<file path="config.mk">
export PLATFORM = sky130hd
export DESIGN_NAME = key_debounce_and_encoder_detent_top
export DESIGN_NICKNAME = d
export VERILOG_FILES = /design/src/design/kdenc_pkg.sv /design/src/design/key_debounce_and_encoder_detent_top.sv /design/src/design/kdenc_debounce.sv /design/src/design/kdenc_encoder.sv
export SDC_FILE = /design/constraint.sdc
export NUM_CORES = 1
export LEC_CHECK = 0
export ABC_AREA = 1
export BUFFER_PORTS_ARGS = -buffer_cell sky130_fd_sc_hd__buf_2
export CAP_MARGIN = 20
export CORE_ASPECT_RATIO = 2
export CORE_UTILIZATION = 45
export CTS_BUF_LIST = sky130_fd_sc_hd__clkbuf_4 sky130_fd_sc_hd__clkbuf_8 sky130_fd_sc_hd__clkbuf_16
export CTS_CLUSTER_DIAMETER = 200
export DETAILED_ROUTE_END_ITERATION = 10
export PLACE_DENSITY_LB_ADDON = 0.25
export SLEW_MARGIN = 20
export SYNTH_ARGS = -nofsm -noshare
export SYNTH_HDL_FRONTEND = slang
export SYNTH_SLANG_ARGS = --single-unit
</file>
<file path="constraint.sdc">
create_clock -name clk -period 5.8 [get_ports clk]
set_input_delay 0 -clock clk [delete_from_list [all_inputs] [get_ports clk]]
set_output_delay 0 -clock clk [all_outputs]
set_load 0.05 [all_outputs]
</file>
<file path="src/design/kdenc_pkg.sv">
// Shared types, constants and the quadrature step table for the key debounce
// and encoder detent block. Has no dependencies of its own.
`default_nettype none
package kdenc_pkg;

  // Switch counts: the matrix keys plus the encoder push switch.
  localparam int NUM_MECH_KEYS = 6;
  localparam int NUM_DEB       = NUM_MECH_KEYS + 1;

  // Timestamp width and the half range that marks an expired pulse.
  localparam int TIME_BITS = 32;
  localparam logic [TIME_BITS-1:0] TIME_HALF = {1'b0, {(TIME_BITS-1){1'b1}}};

  // Signed step accumulator, saturating at plus or minus 32767 (ACC_MAX, ACC_MIN).
  localparam int ACC_W = 16;
  localparam int SUM_W = ACC_W + 1;
  localparam logic signed [SUM_W-1:0] ACC_MAX = SUM_W'(32767);
  localparam logic signed [SUM_W-1:0] ACC_MIN = -SUM_W'(32767);

  // Stream payload widths, padded to whole bytes.
  localparam int IN_DATA_W  = 48;
  localparam int OUT_DATA_W = 16;

  // Configuration port layout.
  localparam int CFG_IDX_W  = 2;
  localparam int CFG_DATA_W = 8;
  localparam logic [CFG_IDX_W-1:0] REG_DEBOUNCE_MS = 2'd0;
  localparam logic [CFG_IDX_W-1:0] REG_STEPS_PER_DETENT = 2'd1;
  localparam logic [CFG_IDX_W-1:0] REG_PULSE_MS = 2'd2;

  // Register reset values.
  localparam logic [7:0] DEBOUNCE_MS_RST = 8'd5;
  localparam logic [4:0] STEPS_PER_DETENT_RST = 5'd4;
  localparam logic [7:0] PULSE_MS_RST = 8'd20;

  // Encoder settings handed from the register file to the decoder.
  typedef struct packed {
    logic [4:0] steps_per_detent;
    logic [7:0] pulse_ms;
  } enc_cfg_t;

  // Quadrature step for a {prior A, prior B, current A, current B} index.
  // Unchanged phases and double transitions give zero.
  function automatic logic signed [1:0] quad_step(input logic [3:0] idx);
    logic signed [1:0] step;
    case (idx)
      4'd1, 4'd7, 4'd8, 4'd14: step = -2'sd1;
      4'd2, 4'd4, 4'd11, 4'd13: step = 2'sd1;
      default: step = 2'sd0;
    endcase
    return step;
  endfunction

endpackage
`default_nettype wire

</file>
<file path="src/design/key_debounce_and_encoder_detent_top.sv">
// Top level: stream ports, configuration registers, input and result registers.
// Depends on kdenc_pkg, kdenc_debounce and kdenc_encoder.
// An accepted item waits in the input register and moves into the result register
// once that is empty or being emptied; it shows on out_tdata from then on.
// Throughput: one item per cycle with out_tready high; updates are combinational.
// Reset: synchronous active-low rst_n clears all but the data registers and loads
// the defaults (debounce 5 ms, 4 steps per detent, 20 ms pulse); no clearing pass.
`default_nettype none
module key_debounce_and_encoder_detent_top (
  input  wire                                 clk,
  input  wire                                 rst_n,
  // Input item, from bit 0: raw_keys[5:0], raw_switch, phase_a, phase_b,
  // now_ms[31:0], zero padding.
  input  wire                                 in_tvalid,
  output logic                                in_tready,
  input  wire [kdenc_pkg::IN_DATA_W-1:0]      in_tdata,
  // Result item, from bit 0: stable_keys[5:0], stable_switch, rotate_cw,
  // rotate_ccw, zero padding.
  output logic                                out_tvalid,
  input  wire                                 out_tready,
  output logic [kdenc_pkg::OUT_DATA_W-1:0]    out_tdata,
  input  wire                                 cfg_we,
  input  wire [kdenc_pkg::CFG_IDX_W-1:0]      cfg_index,
  input  wire [kdenc_pkg::CFG_DATA_W-1:0]     cfg_data
);
  import kdenc_pkg::*;

  localparam int PAY_W = NUM_DEB + 2;

  logic [7:0]           debounce_ms_r;
  enc_cfg_t             enc_cfg_r;
  logic                 in_valid_r;
  logic [IN_DATA_W-1:0] in_data_r;
  logic                 out_valid_r;
  logic [PAY_W-1:0]     out_data_r;
  logic                 advance;
  logic [NUM_DEB-1:0]   stable_bits;
  logic                 rotate_cw;
  logic                 rotate_ccw;

  // Configuration register writes.
  always_ff @(posedge clk) begin
    if (!rst_n) begin
      debounce_ms_r              <= DEBOUNCE_MS_RST;
      enc_cfg_r.steps_per_detent <= STEPS_PER_DETENT_RST;
      enc_cfg_r.pulse_ms         <= PULSE_MS_RST;
    end else if (cfg_we) begin
      unique case (cfg_index)
        REG_DEBOUNCE_MS:      debounce_ms_r <= cfg_data;
        REG_STEPS_PER_DETENT: enc_cfg_r.steps_per_detent <= cfg_data[4:0];
        REG_PULSE_MS:         enc_cfg_r.pulse_ms <= cfg_data;
        default: ;
      endcase
    end
  end

  // An item moves from the input register into the result register whenever
  // the result register is empty or being emptied in the same cycle.
  assign advance   = in_valid_r && (!out_valid_r || out_tready);
  assign in_tready = !in_valid_r || advance;

  // Input register.
  always_ff @(posedge clk) begin
    if (!rst_n) begin
      in_valid_r <= 1'b0;
    end else if (in_tready) begin
      in_valid_r <= in_tvalid;
    end
  end

  always_ff @(posedge clk) begin
    if (in_tvalid && in_tready) begin
      in_data_r <= in_tdata;
    end
  end

  kdenc_debounce u_debounce (
    .clk         (clk),
    .rst_n       (rst_n),
    .en          (advance),
    .raw_bits    (in_data_r[NUM_DEB-1:0]),
    .now_ms      (in_data_r[NUM_DEB+2 +: TIME_BITS]),
    .debounce_ms (debounce_ms_r),
    .stable_bits (stable_bits)
  );

  kdenc_encoder u_encoder (
    .clk        (clk),
    .rst_n      (rst_n),
    .en         (advance),
    .phase_a    (in_data_r[NUM_DEB]),
    .phase_b    (in_data_r[NUM_DEB+1]),
    .now_ms     (in_data_r[NUM_DEB+2 +: TIME_BITS]),
    .cfg        (enc_cfg_r),
    .rotate_cw  (rotate_cw),
    .rotate_ccw (rotate_ccw)
  );

  // Result register.
  always_ff @(posedge clk) begin
    if (!rst_n) begin
      out_valid_r <= 1'b0;
    end else if (advance) begin
      out_valid_r <= 1'b1;
    end else if (out_tready) begin
      out_valid_r <= 1'b0;
    end
  end

  always_ff @(posedge clk) begin
    if (advance) begin
      out_data_r <= {rotate_ccw, rotate_cw, stable_bits};
    end
  end

  assign out_tvalid = out_valid_r;
  assign out_tdata  = OUT_DATA_W'(out_data_r);

endmodule
`default_nettype wire

</file>
<file path="src/design/kdenc_debounce.sv">
// Debounce bank: one independent window per key and for the push switch.
// Depends on kdenc_pkg.
`default_nettype none
module kdenc_debounce (
  input  wire                                  clk,
  input  wire                                  rst_n,
  input  wire                                  en,
  input  wire [kdenc_pkg::NUM_DEB-1:0]         raw_bits,
  input  wire [kdenc_pkg::TIME_BITS-1:0]       now_ms,
  input  wire [7:0]                            debounce_ms,
  output logic [kdenc_pkg::NUM_DEB-1:0]        stable_bits
);
  import kdenc_pkg::*;

  logic [NUM_DEB-1:0]   last_raw_r, last_raw_nxt;
  logic [NUM_DEB-1:0]   stable_r, stable_nxt;
  logic [TIME_BITS-1:0] stamp_r [NUM_DEB];
  logic [TIME_BITS-1:0] stamp_nxt [NUM_DEB];
  logic [TIME_BITS-1:0] elapsed [NUM_DEB];
  logic [TIME_BITS-1:0] window;

  assign window = TIME_BITS'(debounce_ms);

  // Each lane restarts its window on a raw change and accepts a steady reading.
  always_comb begin
    last_raw_nxt = last_raw_r;
    stable_nxt   = stable_r;
    for (int i = 0; i < NUM_DEB; i++) begin
      stamp_nxt[i] = stamp_r[i];
      elapsed[i]   = now_ms - stamp_r[i];
      if (raw_bits[i] != last_raw_r[i]) begin
        last_raw_nxt[i] = raw_bits[i];
        stamp_nxt[i]    = now_ms;
      end else if (raw_bits[i] != stable_r[i] && elapsed[i] >= window) begin
        stable_nxt[i] = raw_bits[i];
      end
    end
  end

  // Lane state advances only when an item is processed.
  always_ff @(posedge clk) begin
    if (!rst_n) begin
      last_raw_r <= '0;
      stable_r   <= '0;
      for (int i = 0; i < NUM_DEB; i++) begin
        stamp_r[i] <= '0;
      end
    end else if (en) begin
      last_raw_r <= last_raw_nxt;
      stable_r   <= stable_nxt;
      for (int i = 0; i < NUM_DEB; i++) begin
        stamp_r[i] <= stamp_nxt[i];
      end
    end
  end

  // The result item carries the state after this item.
  assign stable_bits = stable_nxt;

endmodule
`default_nettype wire

</file>
<file path="src/design/kdenc_encoder.sv">
// Quadrature decoder with saturating step count and detent pulse generator.
// Depends on kdenc_pkg.
`default_nettype none
module kdenc_encoder (
  input  wire                              clk,
  input  wire                              rst_n,
  input  wire                              en,
  input  wire                              phase_a,
  input  wire                              phase_b,
  input  wire [kdenc_pkg::TIME_BITS-1:0]   now_ms,
  input  wire kdenc_pkg::enc_cfg_t         cfg,
  output logic                             rotate_cw,
  output logic                             rotate_ccw
);
  import kdenc_pkg::*;

  logic                    seeded_r, seeded_nxt;
  logic [1:0]              prior_r, prior_nxt;
  logic signed [ACC_W-1:0] accum_r, accum_nxt;
  logic                    active_r, active_nxt;
  logic [TIME_BITS-1:0]    deadline_r, deadline_nxt;
  logic                    is_ccw_r, is_ccw_nxt;

  logic [1:0]              phase;
  logic signed [SUM_W-1:0] acc_ext;
  logic signed [SUM_W-1:0] acc_sum;
  logic signed [SUM_W-1:0] acc_step;
  logic signed [SUM_W-1:0] detent;
  logic [4:0]              detent_u;
  logic [TIME_BITS-1:0]    since_deadline;
  logic [TIME_BITS-1:0]    new_deadline;

  assign phase    = {phase_a, phase_b};
  assign acc_ext  = SUM_W'(accum_r);
  assign detent_u = (cfg.steps_per_detent == 5'd0) ? 5'd1 : cfg.steps_per_detent;
  assign detent   = SUM_W'($signed({1'b0, detent_u}));
  assign since_deadline = now_ms - deadline_r;
  assign new_deadline   = now_ms + TIME_BITS'(cfg.pulse_ms);

  // Phase tracking and the saturating step accumulator.
  always_comb begin
    seeded_nxt = 1'b1;
    prior_nxt  = prior_r;
    acc_sum    = acc_ext + SUM_W'(quad_step({prior_r, phase}));
    acc_step   = acc_ext;
    if (!seeded_r) begin
      prior_nxt = phase;
    end else if (phase != prior_r) begin
      prior_nxt = phase;
      if (acc_sum > ACC_MAX) begin
        acc_step = ACC_MAX;
      end else if (acc_sum < ACC_MIN) begin
        acc_step = ACC_MIN;
      end else begin
        acc_step = acc_sum;
      end
    end
  end

  // Pulse handling: a running pulse ends once its deadline is reached;
  // otherwise a full detent in either direction starts a new one.
  always_comb begin
    active_nxt   = active_r;
    deadline_nxt = deadline_r;
    is_ccw_nxt   = is_ccw_r;
    accum_nxt    = acc_step[ACC_W-1:0];
    rotate_cw    = 1'b0;
    rotate_ccw   = 1'b0;
    if (active_r) begin
      if (since_deadline < TIME_HALF) begin
        active_nxt = 1'b0;
      end else begin
        rotate_cw  = !is_ccw_r;
        rotate_ccw = is_ccw_r;
      end
    end else if (acc_step >= detent) begin
      accum_nxt    = ACC_W'(acc_step - detent);
      active_nxt   = 1'b1;
      is_ccw_nxt   = 1'b0;
      deadline_nxt = new_deadline;
      rotate_cw    = 1'b1;
    end else if (acc_step <= -detent) begin
      accum_nxt    = ACC_W'(acc_step + detent);
      active_nxt   = 1'b1;
      is_ccw_nxt   = 1'b1;
      deadline_nxt = new_deadline;
      rotate_ccw   = 1'b1;
    end
  end

  // Decoder state advances only when an item is processed.
  always_ff @(posedge clk) begin
    if (!rst_n) begin
      seeded_r   <= 1'b0;
      prior_r    <= 2'b00;
      accum_r    <= '0;
      active_r   <= 1'b0;
      deadline_r <= '0;
      is_ccw_r   <= 1'b0;
    end else if (en) begin
      seeded_r   <= seeded_nxt;
      prior_r    <= prior_nxt;
      accum_r    <= accum_nxt;
      active_r   <= active_nxt;
      deadline_r <= deadline_nxt;
      is_ccw_r   <= is_ccw_nxt;
    end
  end

endmodule
`default_nettype wire

</file>
==> flow_summary.json <==
{
  "cp_data_arrival_time_ns": 6.38,
  "drt-initial-drc-count": 1871,
  "syn_area_um2": 32180,
  "p_sw_w": 0.003760,
  "synth.distinct_cells": 63,
  "grt_overflow_total": 0,
  "cts_buffer_depth": 3,
  "clkLatencyLatePin_ns": 0.60,
  "critical-path-max-stage-delay_ns": 0.42,
  "wirelength_mm": 118.2,
  "root_buffer": "clkbuf_16",
  "cp-start-kind": "flop",
  "grt_pass1_vias": 31120,
  "dpl.hpwl_mm": 93.02,
  "diodes": 0,
  "cpMaxStageDelayCell": "edfxtp_1",
  "setup_slack_ns": -0.09354,
  "clk_pin_slew_ns": 0.07,
  "tritoncts": "built",
  "p_clk_share_pct": 26.1,
  "timing.critical_path.mode_cell": "buf_4",
  "synth-edff-count": 274,
  "n_fill_cell": 6863,
  "rows": 138,
  "synth_cells": 4370,
  "intPower_w": 0.005943,
  "drc": 0,
  "ys_seq_area_share_pct": 31.17,
  "pwr-share-seq_pct": 32.4,
  "combPwrFrac_pct": 41.5,
  "fmax_mhz": 169.7,
  "outcome": "finished, violations left",
  "antenna_found_initial": 0,
  "ys.warnings.count": 0,
  "relSlewSlack_pct": 17.31,
  "setup_viol": 36,
  "die_area_um2": 72650,
  "vdd_ir_drop_max_mv": 0.2845,
  "syn-mean-instance-area_um2": 7.364,
  "start_util_pct": 45.46,
  "p_leak_nw": 17.59,
  "yosys_most_used_dff": "edfxtp_1",
  "power_w": 0.009703,
  "die_h_um": 380.2,
  "drtPass1Iterations": 8,
  "clock-sinks": 364,
  "hp-class": "in -> reg",
  "skew_ns": 0.02593,
  "grtUsageTotal_pct": 32.36,
  "numCtsBuffers": 39,
  "cts_max_level": 2,
  "final_util_pct": 53.88,
  "area_delta_synth_final_pct": 18.54,
  "finalHoldViolations": 0,
  "powerDensity_nw_per_um2": 254.4,
  "final_max_slew_viol_count": 0,
  "io_pins": 81,
  "hold-path-cell-count": 2,
  "core-area_um2": 70790,
  "worstSetupPathType": "reg -> reg",
  "grt_pass1_wl_mm": 175.5,
  "avgViaCountPerCell": 5.563,
  "gp_congestion": 0.9998,
  "final_common_cell": "nand2_1",
  "ant_nets": 0,
  "cap_violations": 0,
  "min_period_ns": 5.894,
  "die_w_um": 191.1,
  "io_buffers": 66,
  "rsz0062_at_grt": "true",
  "synthArstFlopShare_pct": 0,
  "ys_ff_latch": 364,
  "cp_data_required_time_ns": 6.29,
  "tightestPinTransition_ns": 1.236,
  "critical_path.max_fanout": 18,
  "routedWlPerCell_um": 20.85,
  "vias": 31540,
  "min_period_over_period_pct": 101.6,
  "sw_frac_of_total_pct": 38.75,
  "rr_worst_depth": 44,
  "preCtsSetupSlack_ns": -0.3436,
  "layout-drive-gt1-share_pct": 12.04,
  "nNetsFinal": 5167,
  "grt_max_degree": 55,
  "crit_path_end_kind": "flop",
  "final_cell_mix": "nand2_1, inv_1, nor2_1, a21oi_1, ha_1",
  "violations": "setup timing"
}
-- cell families after synthesis --
group | Yosys count | share of synthesized area (%)
AO/OA/AOI/OAI | 840 | 14.87
XOR/XNOR | 243 | 6.614
adder cells (fa/ha/maj) | 373 | 14.78
buffers and inverters | 774 | 9.199
flip-flops | 364 | 31.17
other | 1 | 0.01165
AND/OR/NAND/NOR | 1775 | 23.35
-- state kept, by name, indices dropped and copies added, names as in the netlist --
signal,count
in_data_r,41
u_encoder.prior_r,2
out_data_r,9
u_debounce.last_raw_r,7
out_tvalid,1
u_encoder.accum_r,16
enc_cfg_r,13
u_encoder.is_ccw_r,1
in_valid_r,1
u_encoder.deadline_r,32
u_encoder.active_r,1
u_debounce.stamp_r,224
u_debounce.stable_r,7
debounce_ms_r,8
u_encoder.seeded_r,1
-- metal layers --
| metal | wire length, um | up-vias | GRT usage, % |
|---|---|---|---|
| li1 | - | 15350 | - |
| met1 | 38740 | 14570 | 30.35 |
| met2 | 59360 | 1095 | 58.08 |
| met3 | 5937 | 531 | 4.400 |
| met4 | 14180 | 0 | 32.55 |
| met5 | 0 | - | 0 |
-- critical path: cells and delay by family (launching register included) --
| family | cells | cell delay [ns] |
|---|---|---|
| adders and majority gates | 1 | 0.23 |
| and+or+nand+nor | 17 | 2.02 |
| DFF | 1 | 0.42 |
| AOI/OAI and AO/OA | 4 | 0.45 |
| buffers and inverters | 22 | 2.68 |
-- timing repair --
item / CTS / global route
gates cloned: 5 / 1
endpoints found under the hold margin: 75 / 0
gates resized for setup: 113 / 83
hold buffers: 64 / 0
buffers inserted: 54 / 10
endpoints found under the setup margin: 52 / 52
pin swaps: 65 / 72
-- power by group through the flow --
stage	sequential [W]	clock (W)	combinational, W
2_1_floorplan	0.00315	0	0.00244
3_3_place_gp	0.00319	0	0.00356
3_5_place_dp	0.00319	0	0.00357
4_1_cts	0.00314	0.00256	0.00385
5_1_grt	0.00315	0.00263	0.00442
6_report	0.00314	0.00253	0.00403
-- through the flow --
step / hold slack (ns) / cell area [um2] / TNS (ns) / instances
after floorplan: 0.09887 / 32240 / 0 / 4382
after global placement: 0.1769 / 34770 / -6.754 / 5467
after detailed placement: 0.1781 / 34790 / -14.06 / 5468
after CTS: 0.07804 / 37650 / -3.591 / 5659
after global routing: 0.1054 / 38150 / -18.80 / 5670
final: 0.1036 / 38150 / -0.8347 / 5670
-- final timing paths --
path | from | to | slack [ns]
worst min-delay path | in_tdata[16] | in_data_r[16]$_DFFE_PP_ | 0.10
worst max register to register | in_data_r[7]$_DFFE_PP_ | u_encoder.accum_r[6]$_SDFFE_PN0P_ | -0.09
worst max-delay path | in_data_r[7]$_DFFE_PP_ | u_encoder.accum_r[6]$_SDFFE_PN0P_ | -0.09
worst min register to register | u_encoder.deadline_r[18]$_SDFFE_PN0P_ | u_encoder.deadline_r[18]$_SDFFE_PN0P_ | 0.46
-- layout make-up --
| type | instances | area (um2) | area share [%] |
|---|---|---|---|
| multi-input combinational | 3244 | 20020 | 52.48 |
| sequential | 364 | 10030 | 26.29 |
| timing repair buffer | 361 | 3002 | 7.869 |
| inverter | 720 | 2730 | 7.157 |
| tap | 910 | 1139 | 2.985 |
| clock buffer | 49 | 1070 | 2.804 |
| clock inverter | 21 | 150.1 | 0.3936 |
| timing repair inverter | 1 | 7.507 | 0.01968 |
-- synth_stat cells (18+ instances only) --
master    number  share of area (%)
xnor2_1       87                2.4
nor4_1        30               0.58
nand2_1      863                 10
a21oi_1      429                6.7
xor2_1       156                4.2
nor3_1        74                1.2
or2_2         31               0.60
dfxtp_1       90                5.6
a21o_1        40               0.93
clkbuf_1      37               0.43
o21bai_1      29               0.68
nand4_1       73                1.4
edfxtp_1     274                 26
o21ai_0      209                3.3
a31oi_1       18               0.35
ha_1         361                 14
nand3_1      210                3.3
inv_1        709                8.3
nor2_1       454                5.3
Power figures use the tool's default switching activity.
